File: config.mk
export PLATFORM = sky130hd
export DESIGN_NAME = magic_length_frame_deframer_top
export DESIGN_NICKNAME = d
export VERILOG_FILES = /design/src/hw/rtl/mld_pkg.sv /design/src/hw/rtl/mld_step.sv /design/src/hw/rtl/magic_length_frame_deframer_top.sv
export SDC_FILE = /design/constraint.sdc
export NUM_CORES = 1
export LEC_CHECK = 0
export CORE_MARGIN = 8
export CORE_UTILIZATION = 65
export DETAILED_ROUTE_END_ITERATION = 16
export DONT_BUFFER_PORTS = 1
export PLACE_DENSITY = 0.93
export SYNTH_ARGS = -nofsm -noshare
export SYNTH_HDL_FRONTEND = slang
export SYNTH_SLANG_ARGS = --single-unit
File: constraint.sdc
create_clock -name clk -period 6.9 [get_ports clk]
set_input_delay 0.69 -clock clk [delete_from_list [all_inputs] [get_ports clk]]
set_output_delay 0.69 -clock clk [all_outputs]
set_load 0.05 [all_outputs]
File: src/hw/rtl/mld_pkg.sv
`default_nettype none
package mld_pkg;

	localparam int POS_W = 9;

	localparam logic [7:0] MAGIC_FIRST  = 8'h57;  // 'W'
	localparam logic [7:0] MAGIC_SECOND = 8'h31;  // '1'

	// header offsets of the little-endian payload length
	localparam int LEN_LOW_AT  = 12;
	localparam int LEN_HIGH_AT = 13;

	typedef enum logic [3:0] {
		PH_HUNT   = 4'b0001,
		PH_MAGIC2 = 4'b0010,
		PH_HEADER = 4'b0100,
		PH_BODY   = 4'b1000
	} phase_t;

	typedef struct packed {
		logic             valid;
		logic [7:0]       data;
		logic [POS_W-1:0] position;
		logic             last;
		logic             drop;
	} result_t;

endpackage
`default_nettype wire

File: src/hw/rtl/mld_step.sv
`default_nettype none
module mld_step #(
	parameter int HEADER_BYTES = 16,
	parameter int MAX_PAYLOAD  = 256,
	parameter int CRC_BYTES    = 4,
	parameter int CNT_W        = 9
) (
	input  mld_pkg::phase_t  phase,
	input  logic [CNT_W-1:0] byte_count,
	input  logic [7:0]       len_low,
	input  logic [CNT_W-1:0] frame_end,
	input  logic [7:0]       rx_byte,
	output mld_pkg::phase_t  phase_nxt,
	output logic [CNT_W-1:0] byte_count_nxt,
	output logic [7:0]       len_low_nxt,
	output logic [CNT_W-1:0] frame_end_nxt,
	output mld_pkg::result_t res
);
	import mld_pkg::*;

	logic [CNT_W-1:0] pos_inc;
	logic [15:0]      len;
	logic             oversize;
	logic [CNT_W-1:0] fe_calc;

	assign pos_inc  = byte_count + CNT_W'(1);
	assign len      = {rx_byte, len_low};
	assign oversize = len > 16'(MAX_PAYLOAD);
	// zero frame_end marks an oversize length
	assign fe_calc  = oversize ? '0 : CNT_W'(HEADER_BYTES + CRC_BYTES) + CNT_W'(len);

	always_comb begin
		phase_nxt      = phase;
		byte_count_nxt = byte_count;
		len_low_nxt    = len_low;
		frame_end_nxt  = frame_end;
		res            = '0;
		res.data       = rx_byte;
		res.position   = byte_count[POS_W-1:0];
		unique case (phase)
			PH_HUNT: begin
				if (rx_byte == MAGIC_FIRST) begin
					res.valid      = 1'b1;
					res.position   = '0;
					byte_count_nxt = CNT_W'(1);
					phase_nxt      = PH_MAGIC2;
				end
			end
			PH_MAGIC2: begin
				res.valid    = 1'b1;
				res.position = POS_W'(1);
				if (rx_byte != MAGIC_SECOND) begin
					// abandoned; this byte is not rechecked as a 'W'
					res.drop       = 1'b1;
					byte_count_nxt = '0;
					phase_nxt      = PH_HUNT;
				end else begin
					byte_count_nxt = CNT_W'(2);
					phase_nxt      = PH_HEADER;
				end
			end
			PH_HEADER: begin
				res.valid = 1'b1;
				if (byte_count == CNT_W'(LEN_LOW_AT))
					len_low_nxt = rx_byte;
				if (byte_count == CNT_W'(LEN_HIGH_AT))
					frame_end_nxt = fe_calc;
				if (pos_inc >= CNT_W'(HEADER_BYTES)) begin
					if (frame_end_nxt == '0) begin
						res.drop       = 1'b1;
						byte_count_nxt = '0;
						phase_nxt      = PH_HUNT;
					end else if (frame_end_nxt <= pos_inc) begin
						// empty body and no CRC
						res.last       = 1'b1;
						byte_count_nxt = '0;
						phase_nxt      = PH_HUNT;
					end else begin
						byte_count_nxt = pos_inc;
						phase_nxt      = PH_BODY;
					end
				end else begin
					byte_count_nxt = pos_inc;
				end
			end
			PH_BODY: begin
				res.valid = 1'b1;
				if (pos_inc >= frame_end) begin
					res.last       = 1'b1;
					byte_count_nxt = '0;
					phase_nxt      = PH_HUNT;
				end else begin
					byte_count_nxt = pos_inc;
				end
			end
			default: begin
				byte_count_nxt = '0;
				phase_nxt      = PH_HUNT;
			end
		endcase
	end

endmodule
`default_nettype wire

File: src/hw/rtl/magic_length_frame_deframer_top.sv
// An accepted item's result passes through the input register, then the result
// register; items that are noise give no result.
// Throughput: one item per cycle while out_stall is low, set by the state update between
// the input register and the result register.
// Reset (arst_n low, asynchronous): hunting for 'W', counters and length cleared,
// both pipeline stages empty.
`default_nettype none
module magic_length_frame_deframer_top #(
	parameter int HEADER_BYTES = 16,
	parameter int MAX_PAYLOAD  = 256,
	parameter int CRC_BYTES    = 4
) (
	input  logic       clk,
	input  logic       arst_n,
	input  logic       in_valid,
	output logic       in_stall,
	input  logic [7:0] rx_byte,
	output logic       out_valid,
	input  logic       out_stall,
	output logic [7:0] data,
	output logic [8:0] position,
	output logic       frame_last,
	output logic       frame_drop
);
	import mld_pkg::*;

	localparam int FrameMax = HEADER_BYTES + MAX_PAYLOAD + CRC_BYTES;
	localparam int CntRaw   = $clog2(FrameMax + 1);
	localparam int CntW     = (CntRaw > POS_W) ? CntRaw : POS_W;

	logic             valid_s1;
	logic [7:0]       rx_byte_s1;
	logic             valid_s2;
	result_t          res_s2;

	phase_t           phase_q;
	logic [CntW-1:0]  byte_count_q;
	logic [7:0]       len_low_q;
	logic [CntW-1:0]  frame_end_q;

	phase_t           phase_nxt;
	logic [CntW-1:0]  byte_count_nxt;
	logic [7:0]       len_low_nxt;
	logic [CntW-1:0]  frame_end_nxt;
	result_t          res;

	logic             in_fire;
	logic             s2_ready;
	logic             s1_fire;

	assign s2_ready = !valid_s2 || !out_stall;
	assign s1_fire  = valid_s1 && s2_ready;
	assign in_stall = valid_s1 && !s1_fire;
	assign in_fire  = in_valid && !in_stall;

	mld_step #(
		.HEADER_BYTES(HEADER_BYTES),
		.MAX_PAYLOAD (MAX_PAYLOAD),
		.CRC_BYTES   (CRC_BYTES),
		.CNT_W       (CntW)
	) u_step (
		.phase         (phase_q),
		.byte_count    (byte_count_q),
		.len_low       (len_low_q),
		.frame_end     (frame_end_q),
		.rx_byte       (rx_byte_s1),
		.phase_nxt     (phase_nxt),
		.byte_count_nxt(byte_count_nxt),
		.len_low_nxt   (len_low_nxt),
		.frame_end_nxt (frame_end_nxt),
		.res           (res)
	);

	always_ff @(posedge clk or negedge arst_n) begin
		if (!arst_n) begin
			valid_s1     <= 1'b0;
			valid_s2     <= 1'b0;
			phase_q      <= PH_HUNT;
			byte_count_q <= '0;
			len_low_q    <= '0;
			frame_end_q  <= '0;
		end else begin
			if (in_fire)
				valid_s1 <= 1'b1;
			else if (s1_fire)
				valid_s1 <= 1'b0;

			if (s1_fire) begin
				valid_s2     <= res.valid;
				phase_q      <= phase_nxt;
				byte_count_q <= byte_count_nxt;
				len_low_q    <= len_low_nxt;
				frame_end_q  <= frame_end_nxt;
			end else if (!out_stall) begin
				valid_s2 <= 1'b0;
			end
		end
	end

	always_ff @(posedge clk) begin
		if (in_fire)
			rx_byte_s1 <= rx_byte;
		if (s1_fire && res.valid)
			res_s2 <= res;
	end

	assign out_valid  = valid_s2;
	assign data       = res_s2.data;
	assign position   = res_s2.position;
	assign frame_last = res_s2.last;
	assign frame_drop = res_s2.drop;

endmodule
`default_nettype wire

==> results of run 1 <==
per-layer routing:
| metal | share of wire | GRT usage | wire length [µm] |
|---|---|---|---|
| met1 | 0.41 | 0.249 | 3120 |
| met2 | 0.49 | 0.337 | 3700 |
| met3 | 0.069 | 0.0422 | 519 |
| met4 | 0.029 | 0.103 | 217 |
| met5 | 0 | 0 | 0 |
through the flow:
step	cell area [µm²]	hold slack, ps	std cells	setup WS, ps	total power [µW]
2_1_floorplan	3350	394	330	3570	420
5_1_grt	3600	26.8	408	2940	750
4_1_cts	3600	30.3	408	3190	730
3_5_place_dp	3410	396	392	3250	429
3_3_place_gp	3410	396	392	3420	428
6_report	3600	30.2	408	3140	729
cells in the final DEF (no fill, tap or decap), types with 5 or more instances in the layout:
cell      synthesis  routed
a21o_1            6       6
edfxtp_1         27      27
and2_1           10      10
o21ai_0          21      21
o22ai_1           8       8
nand2_1          42      42
dfrtp_1          31      31
nor3_1           10      10
xnor2_1           5       5
nor2_1           10      10
ha_1             23      23
a21oi_1          16      16
nand3_1          15      15
inv_1            27      27
xor2_1            6       6
clkbuf_8          0       9
o31ai_1           6       6
mux2_2            8       8
registers in the layout (all words and copies together), names as in the netlist, 4 cells and up:
register and cells:
byte_count_q 9, position 9, phase_q 4, rx_byte_s1 8
len_low_q 8, frame_end_q 9, data 8
cell families after synthesis:
| family | count (synthesis) |
|---|---|
| simple gates | 114 |
| compound gates | 78 |
| flops | 59 |
| buf+inv | 37 |
| fa+ha+maj | 23 |
| xor+xnor | 11 |
| mux | 8 |
Yosys cell counts (3+ instances only):
master    number
o21ai_0       21
o31ai_1        6
nand2b_1       3
a21oi_1       16
nor2_1        10
xor2_1         6
nor4b_1        3
nand2_1       42
edfxtp_1      27
xnor2_1        5
dfrtp_1       31
ha_1          23
o22ai_1        8
nor3_1        10
and2_1        10
inv_1         27
a21o_1         6
clkbuf_1       8
nand3_1       15
mux2_2         8
worst max-delay path by stage:
stage	start	end	cells past startpoint
CTS	byte_count_q[0]	byte_count_q[5]	13
detailed placement	byte_count_q[0]	byte_count_q[1]	13
finish	byte_count_q[0]	byte_count_q[5]	13
global route	byte_count_q[0]	byte_count_q[5]	13
floorplan	byte_count_q[0]	byte_count_q[6]	14
global placement	byte_count_q[0]	byte_count_q[6]	13
power groups by stage:
stage | clock network, µW | registers, µW | logic, µW
after CTS | 307 | 388 | 34.9
after detailed placement | 0 | 395 | 34.7
final | 306 | 388 | 35.0
after global placement | 0 | 394 | 33.5
after floorplan | 0 | 392 | 27.8
after global routing | 321 | 389 | 40.1
worst max-delay path: cells and delay by family (launching register included):
family	cells	cell delay [ps]
compound gates	4	760
fa+ha+maj	2	650
xor+xnor	1	270
simple gates	5	1390
buf+inv	1	90
flops	1	520
area by class of cell:
| class | count | area [µm²] | area share |
|---|---|---|---|
| multi-input cells | 234 | 1600 | 0.443 |
| repair buffers | 2 | 15.0 | 0.00417 |
| clock buffers | 9 | 124 | 0.0344 |
| well taps | 70 | 87.6 | 0.0243 |
| clock inverters | 7 | 67.6 | 0.0187 |
| flip-flops and latches | 59 | 1610 | 0.448 |
| inverters | 27 | 101 | 0.0281 |
==> results.yml, run 1 <==
synthesis:
  syn_area_um2: 3350
  synthXorXnorAreaFrac: 0.0288
  synthMuxAreaShare: 0.0269
  synth_ff_type: "dfrtp_1"
  synth_nets: 365
  synth_cell_types: 56
  post_synth.cell_area_avg_um2: 10.1
  synth-warning-count: 0
  synth_edf_count: 27
  synth_top_cell_area_share: 0.242
  synthSimpleGateAreaFrac: 0.180
  syn_inst: 330
  synthArstFlopShare: 0.542
  ys_ff_latch: 59
  synth_top_family_by_area: "simple AND/OR/NAND/NOR gates"
  synthAdderAreaFrac: 0.0859
  synth_seq_area_share: 0.482
  ys_top_cells_by_area: "edfxtp_1 (24%), dfrtp_1 (23%), ha_1 (8.6%), nand2_1 (4.7%), o21ai_0 (3.1%)"
  synth_compound_area_frac: 0.155
  yosys.area.top_type: "edfxtp_1"
clock_network:
  clock_latency_ps: 350
  numCtsBuffers: 9
  clockBufferDepth: 2
  cts_hold_buf: 0
  cts.clk_slew.worst_paths_ps: 80
  cts_max_level: 3
  cts.sinks: 59
  cts_tree: "built"
  cts_resized: 0
  cts_setup_buffers: 0
  clockRootBuffer: "clkbuf_8"
global_route:
  gr-total-overflow: 0
  antenna_found_initial: 0
  grt_first_pass_wirelength_mm: 11.9
  grt_pass1_vias: 2422
  grt_max_degree: 33
  track_usage: 0.205
power:
  pwr-share-clk: 0.420
  max-vdd-ir-drop_uv: 209
  powerDensity_nw_per_um2: 202
  power.share.sequential: 0.532
  p_leak_uw: 0.00152
  internal_power_uw: 555
  switching_share: 0.238
  combPwrFrac: 0.048
  p_sw_uw: 173
critical_path:
  cp_slowest_cell: "or4_1"
  start_kind: "flip-flop"
  r2r-start: "byte_count_q[0]"
  rrSetupSlack_ps: 3140
  crit_fanout: 9
  critPathMaxStageDelay_ps: 570
  worstSetupPathType: "flip-flop to flip-flop"
  crit_chain: "ha_1, nand2_1, or2_2, xor2_1, inv_1, ha_1, a21oi_1, nor2b_1, o31a_1, or4_1, nor2_1, a21oi_1, o22ai_1"
  critPathCaptureType: "flip-flop"
  regToRegEndpoint: "byte_count_q[5]"
  worst_ep_required_time_ps: 7150
  critPathArrivalTime_ps: 4010
  reg2reg_depth: 13
timing:
  worstMarginPinSlew_ps: 757
  slew_violations: 0
  rsz0062_at_grt: "no"
  hold_viol: 0
  timing.fmax_mhz: 266
  setup_tns_ps: 0
  period_share: 0.545
  period_minus_slack_ps: 3760
  relSlewSlack: 0.495
  finClkSkew_ps: 11.3
  setup_violations: 0
route:
  antenna_left: 0
  wl_mm: 7.56
  wire_per_inst_um: 18.5
  dr.pass1.iters: 5
  vias: 2615
  drc: 0
  drt_first_iter_violations: 244
  viasPerCell: 6.41
finish:
  fin_util: 0.715
  nFillCells: 347
  area_growth_pct: 7.62
  drive_above_1_share: 0.107
  diodes: 0
  nets: 368
floorplan:
  ios: 33
  die_x_um: 87.8
  dieArea_um2: 7700
  start_util: 0.664
  core_area_um2: 5040
  dieHeight_um: 87.8
  rows: 26
run_status:
  status: "finished clean"
flow_run:
  drv_cap: 0
placement:
  port_buffers: 0
  place.gp.congestion: 0.982
  dp_hpwl_mm: 5.68
min_path:
  hold_class: "input pin to asynchronous set/reset pin"
Power figures use the tool's default switching activity.
==> inputs of run 2 (changes only) <==
--- a/config.mk
+++ b/config.mk
@@ -5,11 +5,12 @@
 export SDC_FILE = /design/constraint.sdc
 export NUM_CORES = 1
 export LEC_CHECK = 0
+export ABC_AREA = 1
 export CORE_MARGIN = 8
-export CORE_UTILIZATION = 65
+export CORE_UTILIZATION = 57
 export DETAILED_ROUTE_END_ITERATION = 16
 export DONT_BUFFER_PORTS = 1
-export PLACE_DENSITY = 0.93
+export PLACE_DENSITY = 0.87
 export SYNTH_ARGS = -nofsm -noshare
 export SYNTH_HDL_FRONTEND = slang
 export SYNTH_SLANG_ARGS = --single-unit
==> constraint.sdc (replaced) <==
create_clock -name clk -period 3.3 [get_ports clk]
set_input_delay 0.33 -clock clk [delete_from_list [all_inputs] [get_ports clk]]
set_output_delay 0.33 -clock clk [all_outputs]
set_load 0.05 [all_outputs]
==> results.yml, run 2 <==
run_status:
  status: "finished clean"
floorplan:
  die_x_um: 93.4
  core_area_um2: 5850
  start_util: 0.584
  dieHeight_um: 93.4
  ios: 33
  dieArea_um2: 8720
  rows: 28
clock_network:
  numCtsBuffers: 9
  cts.clk_slew.worst_paths_ps: 80
  cts_max_level: 3
  clockBufferDepth: 2
  clock_latency_ps: 350
  cts_tree: "built"
  cts.sinks: 59
  clockRootBuffer: "clkbuf_8"
  cts_resized: 0
  cts_setup_buffers: 0
placement:
  dp_hpwl_mm: 5.73
  place.gp.congestion: 0.931
  port_buffers: 0
critical_path:
  worst_ep_required_time_ps: 3550
  r2r-start: "byte_count_q[0]"
  start_kind: "flip-flop"
  worstSetupPathType: "flip-flop to flip-flop"
  cp_common_cell: "inv_1"
  critPathMaxStageDelay_ps: 470
  critPathArrivalTime_ps: 3390
  crit_chain: "ha_1, inv_1, nor2_2, xor2_1, inv_1, ha_1, nand4_1, or3b_2, o2111ai_1, nor2_1, inv_1, nand3_2, o21ai_0"
  cp-startpoint: "byte_count_q[0]"
  rrSetupSlack_ps: 160
  cp_slowest_cell: "or3b_2"
  regToRegEndpoint: "phase_q[3]"
  critPathCaptureType: "flip-flop"
  reg2reg_depth: 13
  crit_fanout: 8
  endpoint: "phase_q[3]"
synthesis:
  synth_most_common_cell: "nand2_1"
  synthArstFlopShare: 0.542
  syn_inst: 404
  synth-warning-count: 0
  post_synth.cell_area_avg_um2: 8.45
  synth_seq_area_share: 0.472
  syn_area_um2: 3410
  synth_cell_types: 36
  ys_ff_latch: 59
  synth_ff_type: "dfrtp_1"
  synthTopCellsByCount: "nand2_1 (88), inv_1 (61), nor2_1 (52)"
  synth_edf_count: 27
  synth_top_cell_area_share: 0.237
  yosys.area.top_type: "edfxtp_1"
  synth_nets: 439
  ys_top_cells_by_area: "edfxtp_1 (24%), dfrtp_1 (23%), nand2_1 (9.7%), ha_1 (8.4%), inv_1 (6.7%)"
timing:
  period_share: 0.951
  worstMarginPinSlew_ps: 722
  setup_violations: 0
  period_minus_slack_ps: 3140
  timing.hold.ws_ps: 65.2
  slew_violations: 0
  setup_tns_ps: 0
  rsz0062_at_grt: "no"
  hold_viol: 0
  finClkSkew_ps: 8.86
  relSlewSlack: 0.517
  timing.fmax_mhz: 319
finish:
  drive_above_1_share: 0.0976
  final_common_cell: "nand2_1"
  nFillCells: 450
  area_growth_pct: 8.76
  final_cell_mix: "nand2_1 (88), inv_1 (61), nor2_1 (52)"
  nets: 450
  diodes: 0
global_route:
  grt_pass1_vias: 2728
  gr-total-overflow: 0
  grt_first_pass_wirelength_mm: 13.1
  grt_max_degree: 33
  track_usage: 0.193
  antenna_found_initial: 0
route:
  wire_per_inst_um: 16.0
  drc: 0
  drt_first_iter_violations: 323
  dr.pass1.iters: 5
  antenna_left: 0
  wl_mm: 7.91
  viasPerCell: 5.77
  vias: 2857
power:
  max-vdd-ir-drop_uv: 436
  p_leak_uw: 0.00176
  powerDensity_nw_per_um2: 576
min_path:
  hold_class: "input pin to flip-flop"
flow_run:
  drv_cap: 0
==> run 2: changes by cell type after synthesis, moves of 8 or more <==
cell and change:
nand2_1 +46, nand4_1 +8, nor2_1 +42, mux2_2 -8, inv_1 +34, and2_1 -10
==> run 2: power breakdown <==
part	leakage [µW]	total [µW]	internal (µW)	switching (µW)
clock	0.0000872	614	283	331
sequential	0.000641	1160	898	259
combinational	0.00103	370	98.2	272
total	0.00176	2140	1280	862
==> run 2: metal layers <==
metal,part of all wire,GRT usage,up-vias
li1,-,-,1352
met1,0.41,0.232,1347
met2,0.49,0.308,139
met3,0.070,0.0513,19
met4,0.032,0.107,0
met5,0,0,-
==> run 2: metrics by stage <==
stage	cell area, µm²	utilization	power, µW	setup WS, ps	instances
global route	3710	0.635	2230	17.3	495
floorplan	3410	-	1410	704	404
global placement	3500	0.598	1500	267	477
detailed placement	3500	0.598	1520	203	477
CTS	3710	0.635	2150	181	495
finish	3710	0.635	2140	161	495
==> run 2: final cells by class <==
class | count | area (µm²) | area share
repair buffers | 2 | 30.0 | 0.00809
clock buffers | 9 | 124 | 0.0334
inverters | 64 | 245 | 0.0660
flip-flops and latches | 59 | 1610 | 0.434
clock inverters | 7 | 58.8 | 0.0158
well taps | 75 | 93.8 | 0.0253
multi-input cells | 279 | 1550 | 0.417
==> run 2: worst min-delay path by stage <==
stage | from | endpoint | slack (ps) | cells after the start
floorplan | arst_n | byte_count_q[0] | 30 | 0
global placement | arst_n | len_low_q[1] | 40 | 0
detailed placement | arst_n | frame_end_q[1] | 40 | 0
CTS | rx_byte[4] | rx_byte_s1[4] | 50 | 0
global route | rx_byte[1] | rx_byte_s1[1] | 40 | 0
finish | rx_byte[1] | rx_byte_s1[1] | 70 | 0
==> run 2: kinds of logic (layout without fill, tap and decap cells) <==
kind of cell | after synthesis | in the layout | share of synthesized area
xor gates and xnor gates | 4 | 4 | 0.0103
AOI/OAI and AO/OA | 56 | 56 | 0.0931
and+or+nand+nor | 196 | 196 | 0.266
DFF | 59 | 59 | 0.472
buffers and inverters | 66 | 82 | 0.0740
adders and majority gates | 23 | 23 | 0.0843
==> run 2: critical path: cells and delay by family, from the launching register on <==
family	cells	cell delay (ps)
flops	1	460
simple gates	5	1000
buf+inv	3	340
fa+ha+maj	2	570
compound gates	2	390
xor+xnor	1	290
==> run 2: what timing repair did <==
action	4_1_cts	5_1_grt
endpoints found under the setup margin	0	0
endpoints found under the hold margin	32	0
hold buffers	2	0
==> inputs of run 3 (changes only) <==
--- a/config.mk
+++ b/config.mk
@@ -7,10 +7,11 @@
 export LEC_CHECK = 0
 export ABC_AREA = 1
 export CORE_MARGIN = 8
-export CORE_UTILIZATION = 57
+export CORE_UTILIZATION = 64
 export DETAILED_ROUTE_END_ITERATION = 16
 export DONT_BUFFER_PORTS = 1
-export PLACE_DENSITY = 0.87
+export PLACE_DENSITY = 0.92
+export RECOVER_POWER = 25
 export SYNTH_ARGS = -nofsm -noshare
 export SYNTH_HDL_FRONTEND = slang
 export SYNTH_SLANG_ARGS = --single-unit
==> constraint.sdc (replaced) <==
create_clock -name clk -period 3.1 [get_ports clk]
set_input_delay 0.31 -clock clk [delete_from_list [all_inputs] [get_ports clk]]
set_output_delay 0.31 -clock clk [all_outputs]
set_load 0.05 [all_outputs]
==> results.yml, run 3 (same netlist as run 2, synthesis figures left out) <==
run_status:
  status: "finished, violations left"
  violations: "max-capacitance violations, max-slew violations"
timing:
  rsz0062_at_grt: "yes"
  slew_violations: 33
  timing.fmax_mhz: 336
  timing.hold.ws_ps: 61.0
  finClkSkew_ps: 10.1
  period_minus_slack_ps: 2980
  worstMarginPinSlew_ps: 1860
  relSlewSlack: -0.237
  setup_tns_ps: 0
  setup_violations: 0
  hold_viol: 0
  worst_slack_ps: 124
  period_share: 0.960
placement:
  place.gp.congestion: 0.958
  placed_cell_area_um2: 3510
  port_buffers: 0
  pre_cts_slack_ps: 59.3
  dp_hpwl_mm: 5.83
min_path:
  whs_endpoint: "rx_byte_s1[0]"
  min_from: "rx_byte[0]"
  hold-path-cell-count: 0
  hold_class: "input pin to flip-flop"
route:
  viasPerCell: 5.85
  antenna_left: 0
  dr.pass1.iters: 5
  vias: 2882
  drt_first_iter_violations: 323
  wl_mm: 8.26
  drc: 0
  wire_per_inst_um: 16.8
finish:
  diodes: 0
  drive_above_1_share: 0.130
  final_cell_mix: "nand2_1 (88), inv_1 (60), nor2_1 (48)"
  area_growth_pct: 11.2
  final_common_cell: "nand2_1"
  nets: 453
  final_area_um2: 3800
  nFillCells: 372
  fin_util: 0.739
critical_path:
  regToRegEndpoint: "byte_count_q[7]"
  reg2reg_depth: 20
  r2r-start: "byte_count_q[1]"
  critPathArrivalTime_ps: 3250
  rrSetupSlack_ps: 120
  start_kind: "flip-flop"
  critPathCaptureType: "flip-flop"
  crit_fanout: 8
  worst_ep_required_time_ps: 3370
  worstSetupPathType: "flip-flop to flip-flop"
clock_network:
  clockBufferDepth: 2
  clock_latency_ps: 340
  cts.sinks: 59
  clockRootBuffer: "clkbuf_8"
  cts.clk_slew.worst_paths_ps: 70
  cts_tree: "built"
  numCtsBuffers: 9
  cts_max_level: 3
global_route:
  antenna_found_initial: 0
  grt_first_pass_wirelength_mm: 13.6
  track_usage: 0.228
  grt_pass1_vias: 2855
  gr-total-overflow: 0
  grt_max_degree: 33
floorplan:
  ios: 33
  rows: 26
  start_util: 0.664
  core_area_um2: 5140
  dieArea_um2: 7930
  die_x_um: 89.0
  dieHeight_um: 89.0
flow_run:
  drv_cap: 1
power:
  p_leak_uw: 0.00179
  max-vdd-ir-drop_uv: 606
  powerDensity_nw_per_um2: 639
[run 3: changes by cell type in the layout (fill, tap and decap cells not counted), moves of 2 or more]
cell / change
inv_6: -3
nor2_2: +3
buf_4: +3
dfrtp_1: -2
a21oi_2: +3
bufinv_16: +2
nor2_1: -4
a21oi_1: -3
dfrtp_2: +2
[run 3: what timing repair did]
item                                    4_1_cts  5_1_grt
endpoints found under the setup margin        0       14
hold endpoints to repair                     32        0
hold buffers                                  2        0
setup buffers                                 0        1
gates resized for setup                       0       14
[run 3: layout make-up]
cell class	count	area [µm²]	share of cell area
clock buffers	9	124	0.0326
clock inverters	7	101	0.0267
inverters	64	245	0.0646
multi-input cells	279	1590	0.418
flip-flops and latches	59	1620	0.425
well taps	70	87.6	0.0231
repair buffers	5	36.3	0.00955
[run 3: critical path, cell delays in order, from the launching register on]
cell,delay [ps]
dfrtp_1,400
inv_1,140
ha_1,190
nand2_1,90
nor2_4,110
nand3_4,140
clkinv_4,120
nor2_1,60
a21oi_2,160
inv_1,60
ha_1,300
nand2_1,80
nor2_1,140
nand3b_1,110
o2111ai_1,110
nand2_1,120
inv_1,110
nand3_2,120
nand2_1,140
nand3_1,90
o21ai_1,100
[run 3: how the worst max path moves through the flow]
stage,start,end,slack (ps),cells after the start
6_report,byte_count_q[1],byte_count_q[7],120,20
5_1_grt,byte_count_q[0],phase_q[0],-20,15
4_1_cts,byte_count_q[0],phase_q[0],4,16
3_5_place_dp,byte_count_q[0],phase_q[0],60,14
3_3_place_gp,byte_count_q[0],phase_q[3],10,13
2_1_floorplan,byte_count_q[0],phase_q[0],500,16
[run 3: per-layer routing]
layer / wire (µm) / share of wire / track usage / vias to the layer above
met3: 595 / 0.072 / 0.0680 / 31
met2: 3990 / 0.48 / 0.367 / 126
met4: 225 / 0.027 / 0.0816 / 0
met5: 0 / 0 / 0 / -
li1: - / - / - / 1360
met1: 3450 / 0.42 / 0.283 / 1365
[run 3: power by group]
part | leakage (µW) | total [µW] | switching, µW | internal, µW
clock | 0.000106 | 791 | 334 | 457
sequential | 0.000639 | 1230 | 275 | 957
combinational | 0.00105 | 404 | 294 | 110
[run 3: metrics by stage]
step	total power [µW]	cells
after floorplan	1500	404
after global placement	1600	474
after detailed placement	1620	474
after CTS	2420	492
after global routing	2530	493
final	2430	493
